### src/hdl/wss_pkg.sv
// Shared types, codes and defaults for the work-stealing task scheduler.
// No dependencies; the files that use it refer to it by scoped names.
`default_nettype none
package wss_pkg;

    localparam int CORE_CNT_DEF    = 4;
    localparam int QUEUE_DEPTH_DEF = 16;
    localparam int TASK_W          = 15;

    typedef logic [2:0] t_op;
    localparam t_op OP_SPAWN = 3'd0;
    localparam t_op OP_RUN   = 3'd1;
    localparam t_op OP_SLEEP = 3'd2;
    localparam t_op OP_SHUT  = 3'd3;
    localparam t_op OP_SIZE  = 3'd4;

    typedef logic [3:0] t_kind;
    localparam t_kind K_ASSIGNED    = 4'd0;
    localparam t_kind K_RUNNING     = 4'd1;
    localparam t_kind K_NO_RUN      = 4'd2;
    localparam t_kind K_MOVED       = 4'd3;
    localparam t_kind K_NONE_ASSIGN = 4'd4;
    localparam t_kind K_DELETED     = 4'd5;
    localparam t_kind K_NONE_REMOVE = 4'd6;
    localparam t_kind K_SIZE        = 4'd7;
    localparam t_kind K_FAIL        = 4'd8;
    localparam t_kind K_OVERFLOW    = 4'd9;

    // which core the datapath works on this cycle
    typedef logic [2:0] t_csel;
    localparam t_csel CS_ITEM       = 3'd0;
    localparam t_csel CS_LEAST_ALL  = 3'd1;
    localparam t_csel CS_LEAST_SKIP = 3'd2;
    localparam t_csel CS_MOST_SKIP  = 3'd3;
    localparam t_csel CS_SHUT       = 3'd4;

    // where a result takes its task field from
    typedef logic [1:0] t_tsel;
    localparam t_tsel TS_ZERO = 2'd0;
    localparam t_tsel TS_ITEM = 2'd1;
    localparam t_tsel TS_RD   = 2'd2;

    typedef struct packed {
        logic  latch;
        t_csel core_sel;
        logic  rd_front;
        logic  rd_back;
        logic  push;
        logic  push_src_rd;
        logic  emit;
        t_kind kind;
        logic  emit_core;
        t_tsel emit_task;
        logic  emit_cnt;
        logic  last;
        logic  shut_inc;
    } t_cmd;

    typedef struct packed {
        t_op  op;
        logic item_valid;
        logic task_ok;
        logic item_empty;
        logic sel_empty;
        logic sel_full;
        logic shut_done;
        logic shut_tail_empty;
        logic shut_any;
        logic out_free;
    } t_sts;

endpackage
`default_nettype wire

### src/hdl/wss_item_if.sv
// Request channel: valid/ready handshake with the operation fields.
// Stands alone; widths follow the request format.
`default_nettype none
interface wss_item_if;
    logic              valid;
    logic              ready;
    logic [2:0]        operation;
    logic [2:0]        core_index;
    logic signed [15:0] task_id;

    modport source (output valid, output operation, output core_index, output task_id,
                    input ready);
    modport sink   (input valid, input operation, input core_index, input task_id,
                    output ready);
endinterface
`default_nettype wire

### src/hdl/wss_res_if.sv
// Result channel: valid/ready handshake with the result fields.
// Stands alone; widths follow the result format.
`default_nettype none
interface wss_res_if;
    logic        valid;
    logic        ready;
    logic [3:0]  kind;
    logic [1:0]  core_id;
    logic [14:0] task_res;
    logic [4:0]  count;
    logic        last;

    modport source (output valid, output kind, output core_id, output task_res,
                    output count, output last, input ready);
    modport sink   (input valid, input kind, input core_id, input task_res,
                    input count, input last, output ready);
endinterface
`default_nettype wire

### src/hdl/wss_ram.sv
// Generic single-write, single-read RAM with registered read data.
// No dependencies.
`default_nettype none
module wss_ram #(
    parameter int WIDTH = 8,
    parameter int DEPTH = 16
) (
    input  wire logic                     i_clk,
    input  wire logic                     i_we,
    input  wire logic [$clog2(DEPTH)-1:0] i_waddr,
    input  wire logic [WIDTH-1:0]         i_wdata,
    input  wire logic                     i_re,
    input  wire logic [$clog2(DEPTH)-1:0] i_raddr,
    output logic      [WIDTH-1:0]         o_rdata
);
    logic [WIDTH-1:0] r_mem [DEPTH];

    always_ff @(posedge i_clk) begin
        if (i_we) begin
            r_mem[i_waddr] <= i_wdata;
        end
        if (i_re) begin
            o_rdata <= r_mem[i_raddr];
        end
    end
endmodule
`default_nettype wire

### src/hdl/wss_ctl.sv
// Controller state machine: sequences each request into datapath commands.
// Depends on wss_pkg (t_cmd, t_sts, codes).
`default_nettype none
module wss_ctl (
    input  wire logic          i_clk,
    input  wire logic          i_rst_n,
    input  wire logic          i_valid,
    output logic               o_ready,
    input  wire wss_pkg::t_sts i_sts,
    output wss_pkg::t_cmd      o_cmd
);
    localparam logic [3:0] S_IDLE   = 4'd0;
    localparam logic [3:0] S_DEC    = 4'd1;
    localparam logic [3:0] S_RUN_EM = 4'd2;
    localparam logic [3:0] S_ST_RD  = 4'd3;
    localparam logic [3:0] S_ST_WR  = 4'd4;
    localparam logic [3:0] S_SL_RD  = 4'd5;
    localparam logic [3:0] S_SL_EM  = 4'd6;
    localparam logic [3:0] S_SH_CHK = 4'd7;
    localparam logic [3:0] S_SH_EM  = 4'd8;

    logic [3:0] r_state, n_state;

    always_ff @(posedge i_clk) begin
        if (!i_rst_n) begin
            r_state <= S_IDLE;
        end else begin
            r_state <= n_state;
        end
    end

    assign o_ready = (r_state == S_IDLE);

    always_comb begin
        n_state = r_state;
        o_cmd   = '0;
        case (r_state)
            S_IDLE: begin
                if (i_valid) begin
                    o_cmd.latch = 1'b1;
                    n_state     = S_DEC;
                end
            end
            S_DEC: begin
                o_cmd.core_sel = (i_sts.op == wss_pkg::OP_SPAWN) ? wss_pkg::CS_LEAST_ALL
                                                                  : wss_pkg::CS_ITEM;
                o_cmd.last     = 1'b1;
                o_cmd.kind     = wss_pkg::K_FAIL;
                case (i_sts.op)
                    wss_pkg::OP_SPAWN: begin
                        if (i_sts.out_free) begin
                            o_cmd.emit = 1'b1;
                            n_state    = S_IDLE;
                            if (i_sts.task_ok) begin
                                o_cmd.emit_core = 1'b1;
                                o_cmd.emit_task = wss_pkg::TS_ITEM;
                                if (i_sts.sel_full) begin
                                    o_cmd.kind = wss_pkg::K_OVERFLOW;
                                end else begin
                                    o_cmd.kind = wss_pkg::K_ASSIGNED;
                                    o_cmd.push = 1'b1;
                                end
                            end
                        end
                    end
                    wss_pkg::OP_RUN: begin
                        if (!i_sts.item_valid) begin
                            if (i_sts.out_free) begin
                                o_cmd.emit = 1'b1;
                                n_state    = S_IDLE;
                            end
                        end else if (i_sts.sel_empty) begin
                            if (i_sts.out_free) begin
                                o_cmd.emit      = 1'b1;
                                o_cmd.kind      = wss_pkg::K_NO_RUN;
                                o_cmd.emit_core = 1'b1;
                                n_state         = S_ST_RD;
                            end
                        end else begin
                            o_cmd.rd_front = 1'b1;
                            n_state        = S_RUN_EM;
                        end
                    end
                    wss_pkg::OP_SLEEP: begin
                        if (!i_sts.item_valid) begin
                            if (i_sts.out_free) begin
                                o_cmd.emit = 1'b1;
                                n_state    = S_IDLE;
                            end
                        end else if (i_sts.sel_empty) begin
                            if (i_sts.out_free) begin
                                o_cmd.emit      = 1'b1;
                                o_cmd.kind      = wss_pkg::K_NONE_ASSIGN;
                                o_cmd.emit_core = 1'b1;
                                n_state         = S_IDLE;
                            end
                        end else begin
                            o_cmd.rd_back = 1'b1;
                            n_state       = S_SL_EM;
                        end
                    end
                    wss_pkg::OP_SHUT: begin
                        n_state = S_SH_CHK;
                    end
                    wss_pkg::OP_SIZE: begin
                        if (i_sts.out_free) begin
                            o_cmd.emit = 1'b1;
                            n_state    = S_IDLE;
                            if (i_sts.item_valid) begin
                                o_cmd.kind      = wss_pkg::K_SIZE;
                                o_cmd.emit_core = 1'b1;
                                o_cmd.emit_cnt  = 1'b1;
                            end
                        end
                    end
                    default: begin
                        if (i_sts.out_free) begin
                            o_cmd.emit = 1'b1;
                            n_state    = S_IDLE;
                        end
                    end
                endcase
            end
            S_RUN_EM: begin
                o_cmd.core_sel = wss_pkg::CS_ITEM;
                if (i_sts.out_free) begin
                    o_cmd.emit      = 1'b1;
                    o_cmd.kind      = wss_pkg::K_RUNNING;
                    o_cmd.emit_core = 1'b1;
                    o_cmd.emit_task = wss_pkg::TS_RD;
                    o_cmd.last      = 1'b1;
                    n_state         = i_sts.sel_empty ? S_ST_RD : S_IDLE;
                end
            end
            S_ST_RD: begin
                // take the back task of the fullest other core, if any
                o_cmd.core_sel = wss_pkg::CS_MOST_SKIP;
                if (i_sts.sel_empty) begin
                    n_state = S_IDLE;
                end else begin
                    o_cmd.rd_back = 1'b1;
                    n_state       = S_ST_WR;
                end
            end
            S_ST_WR: begin
                o_cmd.core_sel    = wss_pkg::CS_ITEM;
                o_cmd.push        = 1'b1;
                o_cmd.push_src_rd = 1'b1;
                n_state           = S_IDLE;
            end
            S_SL_RD: begin
                o_cmd.core_sel = wss_pkg::CS_ITEM;
                o_cmd.rd_back  = 1'b1;
                n_state        = S_SL_EM;
            end
            S_SL_EM: begin
                o_cmd.core_sel = wss_pkg::CS_LEAST_SKIP;
                if (i_sts.out_free) begin
                    o_cmd.emit        = 1'b1;
                    o_cmd.emit_core   = 1'b1;
                    o_cmd.emit_task   = wss_pkg::TS_RD;
                    o_cmd.last        = i_sts.item_empty;
                    o_cmd.push_src_rd = 1'b1;
                    if (i_sts.sel_full) begin
                        o_cmd.kind = wss_pkg::K_OVERFLOW;
                    end else begin
                        o_cmd.kind = wss_pkg::K_MOVED;
                        o_cmd.push = 1'b1;
                    end
                    n_state = i_sts.item_empty ? S_IDLE : S_SL_RD;
                end
            end
            S_SH_CHK: begin
                o_cmd.core_sel = wss_pkg::CS_SHUT;
                if (i_sts.shut_done) begin
                    if (i_sts.shut_any) begin
                        n_state = S_IDLE;
                    end else if (i_sts.out_free) begin
                        o_cmd.emit = 1'b1;
                        o_cmd.kind = wss_pkg::K_NONE_REMOVE;
                        o_cmd.last = 1'b1;
                        n_state    = S_IDLE;
                    end
                end else if (i_sts.sel_empty) begin
                    o_cmd.shut_inc = 1'b1;
                end else begin
                    o_cmd.rd_front = 1'b1;
                    n_state        = S_SH_EM;
                end
            end
            S_SH_EM: begin
                o_cmd.core_sel = wss_pkg::CS_SHUT;
                if (i_sts.out_free) begin
                    o_cmd.emit      = 1'b1;
                    o_cmd.kind      = wss_pkg::K_DELETED;
                    o_cmd.emit_core = 1'b1;
                    o_cmd.emit_task = wss_pkg::TS_RD;
                    o_cmd.last      = i_sts.shut_tail_empty;
                    n_state         = S_SH_CHK;
                end
            end
            default: begin
                n_state = S_IDLE;
            end
        endcase
    end
endmodule
`default_nettype wire

### src/hdl/wss_dp.sv
// Datapath: request latch, per-core deque pointers, load scan, task RAM,
// result register. Depends on wss_pkg and wss_ram.
`default_nettype none
module wss_dp #(
    parameter int CORE_CNT    = wss_pkg::CORE_CNT_DEF,
    parameter int QUEUE_DEPTH = wss_pkg::QUEUE_DEPTH_DEF
) (
    input  wire logic               i_clk,
    input  wire logic               i_rst_n,
    input  wire logic [2:0]         i_active,
    input  wire logic [2:0]         i_operation,
    input  wire logic [2:0]         i_core_index,
    input  wire logic signed [15:0] i_task_id,
    input  wire wss_pkg::t_cmd      i_cmd,
    output wss_pkg::t_sts           o_sts,
    input  wire logic               i_res_ready,
    output logic                    o_res_valid,
    output logic [3:0]              o_kind,
    output logic [1:0]              o_core_id,
    output logic [14:0]             o_task_res,
    output logic [4:0]              o_count,
    output logic                    o_last
);
    localparam int CW    = (CORE_CNT > 2) ? $clog2(CORE_CNT) : 1;
    localparam int HW    = $clog2(QUEUE_DEPTH);
    localparam int FW    = $clog2(QUEUE_DEPTH + 1);
    localparam int PW    = FW + 1;
    localparam int SW    = $clog2(CORE_CNT + 1);
    localparam int DEPTH = CORE_CNT * QUEUE_DEPTH;
    localparam int AW    = $clog2(DEPTH);
    localparam int TW    = wss_pkg::TASK_W;

    logic [2:0]     r_op;
    logic [2:0]     r_core;
    logic [15:0]    r_task;
    logic [HW-1:0]  r_head [CORE_CNT];
    logic [FW-1:0]  r_fill [CORE_CNT];
    logic [SW-1:0]  r_idx;
    logic           r_any;
    logic           r_ov;
    logic [3:0]     r_kind;
    logic [1:0]     r_cid;
    logic [TW-1:0]  r_tres;
    logic [4:0]     r_cnt;
    logic           r_last;

    logic [SW-1:0]  w_n;
    logic [CW-1:0]  w_item, w_least, w_most, w_sel;
    logic [FW-1:0]  w_lv, w_mv, w_sel_fill, w_item_fill;
    logic [HW-1:0]  w_sel_head;
    logic           w_lfound, w_mfound, w_skip_l, w_valid, w_tail_empty, w_out_free;
    logic [PW-1:0]  w_sum_push, w_sum_back;
    logic [HW-1:0]  w_pos_push, w_pos_back;
    logic [AW-1:0]  w_base, w_raddr, w_waddr;
    logic [TW-1:0]  w_rdata, w_wdata;

    // saturate the active core count to the supported range
    always_comb begin
        if (i_active < 3'd2) begin
            w_n = SW'(2);
        end else if (int'(i_active) > CORE_CNT) begin
            w_n = SW'(CORE_CNT);
        end else begin
            w_n = SW'(i_active);
        end
    end

    assign w_item  = r_core[CW-1:0];
    assign w_valid = (4'(r_core) < 4'(w_n));
    assign w_skip_l = (i_cmd.core_sel == wss_pkg::CS_LEAST_SKIP);

    // least- and most-loaded scan, lowest index wins ties
    always_comb begin
        w_least  = '0;
        w_most   = '0;
        w_lv     = '0;
        w_mv     = '0;
        w_lfound = 1'b0;
        w_mfound = 1'b0;
        for (int i = 0; i < CORE_CNT; i++) begin
            if (SW'(i) < w_n) begin
                if (!(w_skip_l && CW'(i) == w_item)) begin
                    if (!w_lfound || r_fill[i] < w_lv) begin
                        w_least  = CW'(i);
                        w_lv     = r_fill[i];
                        w_lfound = 1'b1;
                    end
                end
                if (CW'(i) != w_item) begin
                    if (!w_mfound || r_fill[i] > w_mv) begin
                        w_most   = CW'(i);
                        w_mv     = r_fill[i];
                        w_mfound = 1'b1;
                    end
                end
            end
        end
    end

    always_comb begin
        case (i_cmd.core_sel)
            wss_pkg::CS_ITEM:       w_sel = w_item;
            wss_pkg::CS_LEAST_ALL:  w_sel = w_least;
            wss_pkg::CS_LEAST_SKIP: w_sel = w_least;
            wss_pkg::CS_MOST_SKIP:  w_sel = w_most;
            wss_pkg::CS_SHUT:       w_sel = r_idx[CW-1:0];
            default:                w_sel = '0;
        endcase
    end

    always_comb begin
        w_sel_fill   = '0;
        w_sel_head   = '0;
        w_item_fill  = '0;
        w_tail_empty = 1'b1;
        for (int i = 0; i < CORE_CNT; i++) begin
            if (CW'(i) == w_sel) begin
                w_sel_fill = r_fill[i];
                w_sel_head = r_head[i];
            end
            if (CW'(i) == w_item) begin
                w_item_fill = r_fill[i];
            end
            if (SW'(i) >= r_idx && SW'(i) < w_n && r_fill[i] != '0) begin
                w_tail_empty = 1'b0;
            end
        end
    end

    // ring positions, wrapped with one compare and subtract
    assign w_sum_push = PW'(w_sel_head) + PW'(w_sel_fill);
    assign w_sum_back = w_sum_push - PW'(1);
    assign w_pos_push = (w_sum_push >= PW'(QUEUE_DEPTH)) ?
                        HW'(w_sum_push - PW'(QUEUE_DEPTH)) : HW'(w_sum_push);
    assign w_pos_back = (w_sum_back >= PW'(QUEUE_DEPTH)) ?
                        HW'(w_sum_back - PW'(QUEUE_DEPTH)) : HW'(w_sum_back);
    assign w_base     = AW'(int'(w_sel) * QUEUE_DEPTH);
    assign w_raddr    = w_base + AW'(i_cmd.rd_front ? w_sel_head : w_pos_back);
    assign w_waddr    = w_base + AW'(w_pos_push);
    assign w_wdata    = i_cmd.push_src_rd ? w_rdata : r_task[TW-1:0];

    wss_ram #(.WIDTH(TW), .DEPTH(DEPTH)) u_ram (
        .i_clk   (i_clk),
        .i_we    (i_cmd.push),
        .i_waddr (w_waddr),
        .i_wdata (w_wdata),
        .i_re    (i_cmd.rd_front | i_cmd.rd_back),
        .i_raddr (w_raddr),
        .o_rdata (w_rdata)
    );

    always_ff @(posedge i_clk) begin
        if (i_cmd.latch) begin
            r_op   <= i_operation;
            r_core <= i_core_index;
            r_task <= i_task_id;
        end
    end

    always_ff @(posedge i_clk) begin
        if (!i_rst_n) begin
            for (int i = 0; i < CORE_CNT; i++) begin
                r_head[i] <= '0;
                r_fill[i] <= '0;
            end
        end else begin
            for (int i = 0; i < CORE_CNT; i++) begin
                if (CW'(i) == w_sel) begin
                    if (i_cmd.rd_front) begin
                        r_head[i] <= (r_head[i] == HW'(QUEUE_DEPTH - 1)) ? '0
                                                                         : r_head[i] + HW'(1);
                        r_fill[i] <= r_fill[i] - FW'(1);
                    end else if (i_cmd.rd_back) begin
                        r_fill[i] <= r_fill[i] - FW'(1);
                    end else if (i_cmd.push) begin
                        r_fill[i] <= r_fill[i] + FW'(1);
                    end
                end
            end
        end
    end

    always_ff @(posedge i_clk) begin
        if (!i_rst_n) begin
            r_idx <= '0;
            r_any <= 1'b0;
        end else if (i_cmd.latch) begin
            r_idx <= '0;
            r_any <= 1'b0;
        end else begin
            if (i_cmd.shut_inc) begin
                r_idx <= r_idx + SW'(1);
            end
            if (i_cmd.emit && i_cmd.kind == wss_pkg::K_DELETED) begin
                r_any <= 1'b1;
            end
        end
    end

    assign w_out_free = !r_ov || i_res_ready;

    always_ff @(posedge i_clk) begin
        if (!i_rst_n) begin
            r_ov <= 1'b0;
        end else if (i_cmd.emit) begin
            r_ov <= 1'b1;
        end else if (i_res_ready) begin
            r_ov <= 1'b0;
        end
    end

    always_ff @(posedge i_clk) begin
        if (i_cmd.emit) begin
            r_kind <= i_cmd.kind;
            r_cid  <= i_cmd.emit_core ? 2'(w_sel) : 2'd0;
            r_cnt  <= i_cmd.emit_cnt ? 5'(w_sel_fill) : 5'd0;
            r_last <= i_cmd.last;
            case (i_cmd.emit_task)
                wss_pkg::TS_ITEM: r_tres <= r_task[TW-1:0];
                wss_pkg::TS_RD:   r_tres <= w_rdata;
                default:          r_tres <= '0;
            endcase
        end
    end

    assign o_res_valid = r_ov;
    assign o_kind      = r_kind;
    assign o_core_id   = r_cid;
    assign o_task_res  = r_tres;
    assign o_count     = r_cnt;
    assign o_last      = r_last;

    always_comb begin
        o_sts                 = '0;
        o_sts.op              = r_op;
        o_sts.item_valid      = w_valid;
        o_sts.task_ok         = (r_task != 16'd0) && !r_task[15];
        o_sts.item_empty      = (w_item_fill == '0);
        o_sts.sel_empty       = (w_sel_fill == '0);
        o_sts.sel_full        = (w_sel_fill == FW'(QUEUE_DEPTH));
        o_sts.shut_done       = (r_idx >= w_n);
        o_sts.shut_tail_empty = w_tail_empty;
        o_sts.shut_any        = r_any;
        o_sts.out_free        = w_out_free;
    end
endmodule
`default_nettype wire

### src/hdl/work_stealing_task_scheduler_core.sv
// Top level of the work-stealing task scheduler: configuration register,
// controller and datapath. Depends on wss_pkg, wss_item_if, wss_res_if, wss_ctl, wss_dp.
//
//  channel   direction  handshake               payload
//  i_item    in         valid/ready             operation, core_index, task_id
//  o_res     out        valid/ready             kind, core_id, task_res, count, last
//  apb       in         psel/penable, pready=1  active_cores at address 0
//
// One request at a time. Sleep moves its tasks one by one; shutdown visits each active
// core in turn and deletes its tasks one by one; the single RAM port pair and the
// deque pointer update set this pace.
// The result register holds a result until taken; a stalled output holds the
// controller in its current step. Synchronous active-low reset empties all deques.
`default_nettype none
module work_stealing_task_scheduler_core #(
    parameter int CORE_CNT    = wss_pkg::CORE_CNT_DEF,
    parameter int QUEUE_DEPTH = wss_pkg::QUEUE_DEPTH_DEF
) (
    input  wire logic   i_clk,
    input  wire logic   i_rst_n,
    wss_item_if.sink    i_item,
    wss_res_if.source   o_res,
    input  wire logic        psel,
    input  wire logic        penable,
    input  wire logic        pwrite,
    input  wire logic [2:0]  paddr,
    input  wire logic [31:0] pwdata,
    output logic      [31:0] prdata,
    output logic             pready
);
    logic [2:0]    r_active;
    wss_pkg::t_cmd w_cmd;
    wss_pkg::t_sts w_sts;

    assign pready = 1'b1;
    assign prdata = (paddr == 3'd0) ? {29'd0, r_active} : 32'd0;

    always_ff @(posedge i_clk) begin
        if (!i_rst_n) begin
            r_active <= 3'd4;
        end else if (psel && penable && pwrite && pready && paddr == 3'd0) begin
            r_active <= pwdata[2:0];
        end
    end

    wss_ctl u_ctl (
        .i_clk   (i_clk),
        .i_rst_n (i_rst_n),
        .i_valid (i_item.valid),
        .o_ready (i_item.ready),
        .i_sts   (w_sts),
        .o_cmd   (w_cmd)
    );

    wss_dp #(.CORE_CNT(CORE_CNT), .QUEUE_DEPTH(QUEUE_DEPTH)) u_dp (
        .i_clk        (i_clk),
        .i_rst_n      (i_rst_n),
        .i_active     (r_active),
        .i_operation  (i_item.operation),
        .i_core_index (i_item.core_index),
        .i_task_id    (i_item.task_id),
        .i_cmd        (w_cmd),
        .o_sts        (w_sts),
        .i_res_ready  (o_res.ready),
        .o_res_valid  (o_res.valid),
        .o_kind       (o_res.kind),
        .o_core_id    (o_res.core_id),
        .o_task_res   (o_res.task_res),
        .o_count      (o_res.count),
        .o_last       (o_res.last)
    );
endmodule
`default_nettype wire

### src/flat_wrapper.sv
// flat-port wrapper written by rule: the top's interface ports become plain ports
module work_stealing_task_scheduler_core_flat 
#(
    parameter int CORE_CNT    = wss_pkg::CORE_CNT_DEF,
    parameter int QUEUE_DEPTH = wss_pkg::QUEUE_DEPTH_DEF
)
  (i_clk, i_rst_n, psel, penable, pwrite, paddr, pwdata, prdata, pready, i_item_valid, i_item_operation, i_item_core_index, i_item_task_id, i_item_ready, o_res_valid, o_res_kind, o_res_core_id, o_res_task_res, o_res_count, o_res_last, o_res_ready);
  wss_item_if i_item_i ();
  wss_res_if o_res_i ();
  input  wire logic i_clk;
  input  wire logic i_rst_n;
  input  wire logic psel;
  input  wire logic penable;
  input  wire logic pwrite;
  input  wire logic [2:0] paddr;
  input  wire logic [31:0] pwdata;
  output logic      [31:0] prdata;
  output logic pready;
  input wire logic [$bits(i_item_i.valid)-1:0] i_item_valid;
  input wire logic [$bits(i_item_i.operation)-1:0] i_item_operation;
  input wire logic [$bits(i_item_i.core_index)-1:0] i_item_core_index;
  input wire logic [$bits(i_item_i.task_id)-1:0] i_item_task_id;
  output wire logic [$bits(i_item_i.ready)-1:0] i_item_ready;
  output wire logic [$bits(o_res_i.valid)-1:0] o_res_valid;
  output wire logic [$bits(o_res_i.kind)-1:0] o_res_kind;
  output wire logic [$bits(o_res_i.core_id)-1:0] o_res_core_id;
  output wire logic [$bits(o_res_i.task_res)-1:0] o_res_task_res;
  output wire logic [$bits(o_res_i.count)-1:0] o_res_count;
  output wire logic [$bits(o_res_i.last)-1:0] o_res_last;
  input wire logic [$bits(o_res_i.ready)-1:0] o_res_ready;
  assign i_item_i.valid = i_item_valid;
  assign i_item_i.operation = i_item_operation;
  assign i_item_i.core_index = i_item_core_index;
  assign i_item_i.task_id = i_item_task_id;
  assign i_item_ready = i_item_i.ready;
  assign o_res_valid = o_res_i.valid;
  assign o_res_kind = o_res_i.kind;
  assign o_res_core_id = o_res_i.core_id;
  assign o_res_task_res = o_res_i.task_res;
  assign o_res_count = o_res_i.count;
  assign o_res_last = o_res_i.last;
  assign o_res_i.ready = o_res_ready;
  work_stealing_task_scheduler_core #(.CORE_CNT(CORE_CNT), .QUEUE_DEPTH(QUEUE_DEPTH)) u_core (.i_clk(i_clk), .i_rst_n(i_rst_n), .i_item(i_item_i), .o_res(o_res_i), .psel(psel), .penable(penable), .pwrite(pwrite), .paddr(paddr), .pwdata(pwdata), .prdata(prdata), .pready(pready));
endmodule
### config.mk
export PLATFORM = sky130hd
export DESIGN_NAME = work_stealing_task_scheduler_core_flat
export DESIGN_NICKNAME = d
export VERILOG_FILES = /design/src/hdl/wss_pkg.sv /design/src/hdl/wss_item_if.sv /design/src/hdl/wss_res_if.sv /design/src/hdl/wss_ram.sv /design/src/hdl/wss_ctl.sv /design/src/hdl/wss_dp.sv /design/src/hdl/work_stealing_task_scheduler_core.sv /design/src/flat_wrapper.sv
export SDC_FILE = /design/constraint.sdc
export NUM_CORES = 2
export LEC_CHECK = 0
export BUFFER_PORTS_ARGS = -buffer_cell sky130_fd_sc_hd__buf_2
export CORE_MARGIN = 4
export CORE_UTILIZATION = 35
export DETAILED_ROUTE_END_ITERATION = 10
export PLACE_DENSITY_LB_ADDON = 0.25
export SLEW_MARGIN = 20
export SYNTH_ARGS = -nofsm -noshare
export SYNTH_HDL_FRONTEND = slang
export SYNTH_HIERARCHICAL = 1
export SYNTH_SLANG_ARGS = --single-unit
### constraint.sdc
create_clock -name i_clk -period 20.7 [get_ports i_clk]
set_clock_uncertainty 0.2 [all_clocks]
set_input_delay 2.07 -clock i_clk [delete_from_list [all_inputs] [get_ports i_clk]]
set_output_delay 2.07 -clock i_clk [all_outputs]
set_load 0.005 [all_outputs]
==> results.toml <==
[floorplanning]
die_h_um = 367.6
coreArea_mm2 = 0.1280
io_pins = 126
dieArea_mm2 = 0.1351
rows = 131
start_util_pct = 35.35
die_width_um = 367.6

[finish]
nFillCells = 11510
layout-drive-gt1-share_pct = 22.61
final_nets = 2738
stdcell_area_mm2 = 0.05103
mostFrequentLayoutCells = "edfxtp_1 (1060), mux4_2 (196), mux2i_1 (145)"
seq_area_mm2 = 0.03207
multi_input_area_mm2 = 0.01223
syn2layout_area_growth_pct = 12.76
final_common_cell = "edfxtp_1"
fin_util_pct = 39.86
insertedDiodeCount = 0

[timing]
fin_crit_ns = 14.95
rsz0062_at_grt = "no"
hold_violations = 0
whs_ns = 0.2737
slew_headroom_pct = 11.07
finalMaxSlewViolations = 0
final.setup.tns_ns = 0
finalCritPeriodShare_pct = 72.24
fmax_mhz = 66.88
tightest_slew_ns = 1.329
finalSetupViolCount = 0

[min_path]
hold_path.class = "reg -> reg"
hold_path_depth = 2
min_to = "u_core/u_dp/r_any"
min-delay-start = "u_core/u_dp/r_any"

[worst_setup_path]
crit_path_start_kind = "flip-flop"
crit_path_start = "u_core/u_dp/r_op[1]"
cp_max_fo = 103
worstPathBufferInverterCount = 7
critPathKind = "reg -> reg"
end_kind = "flip-flop"
critPathRequiredTime_ns = 20.92
rr_worst_depth = 45
critPathTopFamily = "simple AND/OR/NAND/NOR gates"
regToRegStartpoint = "u_core/u_dp/r_op[1]"
cp_slowest_stage_delay_ns = 0.81
cp_slowest_cell = "nor3_1"
rr_endpoint = "u_core/u_dp/u_ram/o_rdata[6]"
cp.arrival_ns = 15.18
reg2reg_setup_slack_ns = 5.75

[power_and_ir_drop]
p_leak_nw = 16.49
power-per-cell-area_mw_per_mm2 = 136.5
switching_share_pct = 33.80
p_int_mw = 4.613
clkPwrFrac_pct = 28.5
seqPwrFrac_pct = 36.2
pwr-share-comb_pct = 35.4
ir_worst_vdd_uv = 210.7
p_switching_mw = 2.355

[yosys]
netlist-cell-type-count = 94
yosysSeqAreaShare_pct = 70.87
avgSynthCellArea_um2 = 17.94
synth_flop_cell = "edfxtp_1"
synth_edf_count = 1060
ys_warn_count = 6
synth-seq-cells = 1072
syn_area_mm2 = 0.04525
synthCells = 2522
async_reset_ff_share_pct = 0

[clock_network]
cts_resized = 0
cts_max_path_buffers = 3
clock_latency_ns = 0.68
cts_hold_buf = 0
postCtsSetupRepairBufs = 0
clock-sinks = 1072
cts_tree = "yes"
cts.reportedPaths.clkPinSlew_ns = 0.06
ctsHtreeMaxLevel = 3
clockRootBuffer = "clkbuf_16"
cts_made_buffers = 108

[global_route]
grtUsageTotal_pct = 16.15
grt_pass1_wl_um = 163300
grt_pass1_vias = 24070
overflow = 0
grt_antenna_before_repair = 3
grt_max_degree = 132

[detailed_routing]
dr.pass1.iters = 7
drc = 0
vias_per_cell = 5.344
wire_per_inst_um = 25.11
vias = 23680
ant_nets = 0
drt-total-wl_um = 111200
drt_iter0_markers = 2309

[placed_design]
hpwl_um = 67890
place_area_mm2 = 0.04741
finalWeightedCongestion = 0.8446
io_buffers = 66

[job]
max-cap-violations = 0

[run_status]
status = "finished clean"
how the worst max path moves through the flow:
stage	to	depth (start not counted)	slack [ns]
final	u_core/u_dp/u_ram/o_rdata[6]	45	5.75
after floorplan	u_core/u_dp/u_ram/r_mem[28][0]	41	10.93
after CTS	u_core/u_dp/u_ram/o_rdata[6]	45	5.75
after detailed placement	u_core/u_dp/u_ram/o_rdata[6]	45	5.81
after global routing	u_core/u_dp/u_ram/o_rdata[6]	45	4.54
after global placement	u_core/u_dp/u_ram/o_rdata[6]	45	5.87
routing by layer:
layer | vias to the layer above | GRT usage, % | wire [um]
met4 | 0 | 4.861 | 3168
met5 | - | 0 | 0
li1 | 10280 | - | -
met3 | 170 | 1.943 | 6313
met1 | 12450 | 21.88 | 46620
met2 | 781 | 27.34 | 55140
power by group through the flow:
stage          clock network, mW  logic, mW  registers (mW)
3_3_place_gp                   0       2.45            2.56
6_report                    1.98       2.46            2.52
5_1_grt                     2.12       2.61            2.52
3_5_place_dp                   0       2.47            2.57
2_1_floorplan                  0       1.71            2.55
4_1_cts                     2.03       2.48            2.52
registers in the layout, summed over array words and instances (netlist names), 2 cells and up:
register	count
u_core/u_dp/r_fill	20
u_core/u_dp/r_idx	3
u_core/u_dp/r_head	16
u_core/u_dp/u_ram/r_mem	960
u_core/u_dp/o_core_id	2
u_core/r_active	3
u_core/u_dp/o_kind	4
u_core/u_ctl/r_state	4
u_core/u_dp/o_count	5
u_core/u_dp/r_core	3
u_core/u_dp/r_task	16
u_core/u_dp/u_ram/o_rdata	15
u_core/u_dp/r_op	3
u_core/u_dp/o_task_res	15
through the flow:
step,setup WS [ns],total power [mW],instances
final,5.747,6.967,4431
after global routing,4.537,7.253,4431
after CTS,5.752,7.031,4431
after detailed placement,5.808,5.036,4232
after global placement,5.873,5.017,4232
after floorplan,10.93,4.262,2550
synth_stat cells (all sizes together) (14+ instances only):
| library cell | n | area [um2] |
|---|---|---|
| buf | 110 | 852.1 |
| nor3 | 14 | 80.08 |
| a21oi | 63 | 319.1 |
| mux2i | 145 | 1451 |
| mux4 | 197 | 4441 |
| a22oi | 48 | 360.4 |
| inv | 40 | 150.1 |
| clkbuf | 60 | 225.2 |
| o21ai | 45 | 240.2 |
| nand4 | 17 | 112.6 |
| edfxtp | 1060 | 31830 |
| and2 | 15 | 93.84 |
| nor2b | 29 | 181.4 |
| nand2 | 87 | 334.1 |
| nor2 | 184 | 693.2 |
| xnor2 | 17 | 148.9 |
| nand3 | 29 | 145.1 |
| mux2 | 46 | 518.0 |
| ha | 57 | 713.2 |
| a221oi | 42 | 417.9 |
logic make-up after synthesis:
family                     share of synthesized area [%]
muxes                                              14.16
xor gates and xnor gates                          0.5779
DFF                                                70.87
adders and majority gates                          1.775
and+or+nand+nor                                    4.745
other                                            0.01660
buffers and inverters                              2.721
AOI/OAI and AO/OA                                  5.132
layout make-up:
class,count,share of cell area (%)
clock inverters,71,1.567
multi-input cells,1267,23.96
well taps,1729,4.239
flip-flops and latches,1072,62.85
inverters,41,0.3016
repair buffers,123,1.559
clock buffers,128,5.527
worst register-to-register path: cells and delay by family, from the launching register on:
family	cells	cell delay, ns
compound gates	16	3.99
simple gates	16	4.72
mux	3	1.19
flops	1	0.55
buf+inv	7	3.21
fa+ha+maj	3	0.86
No activity file was read; power rests on OpenSTA's default activity.
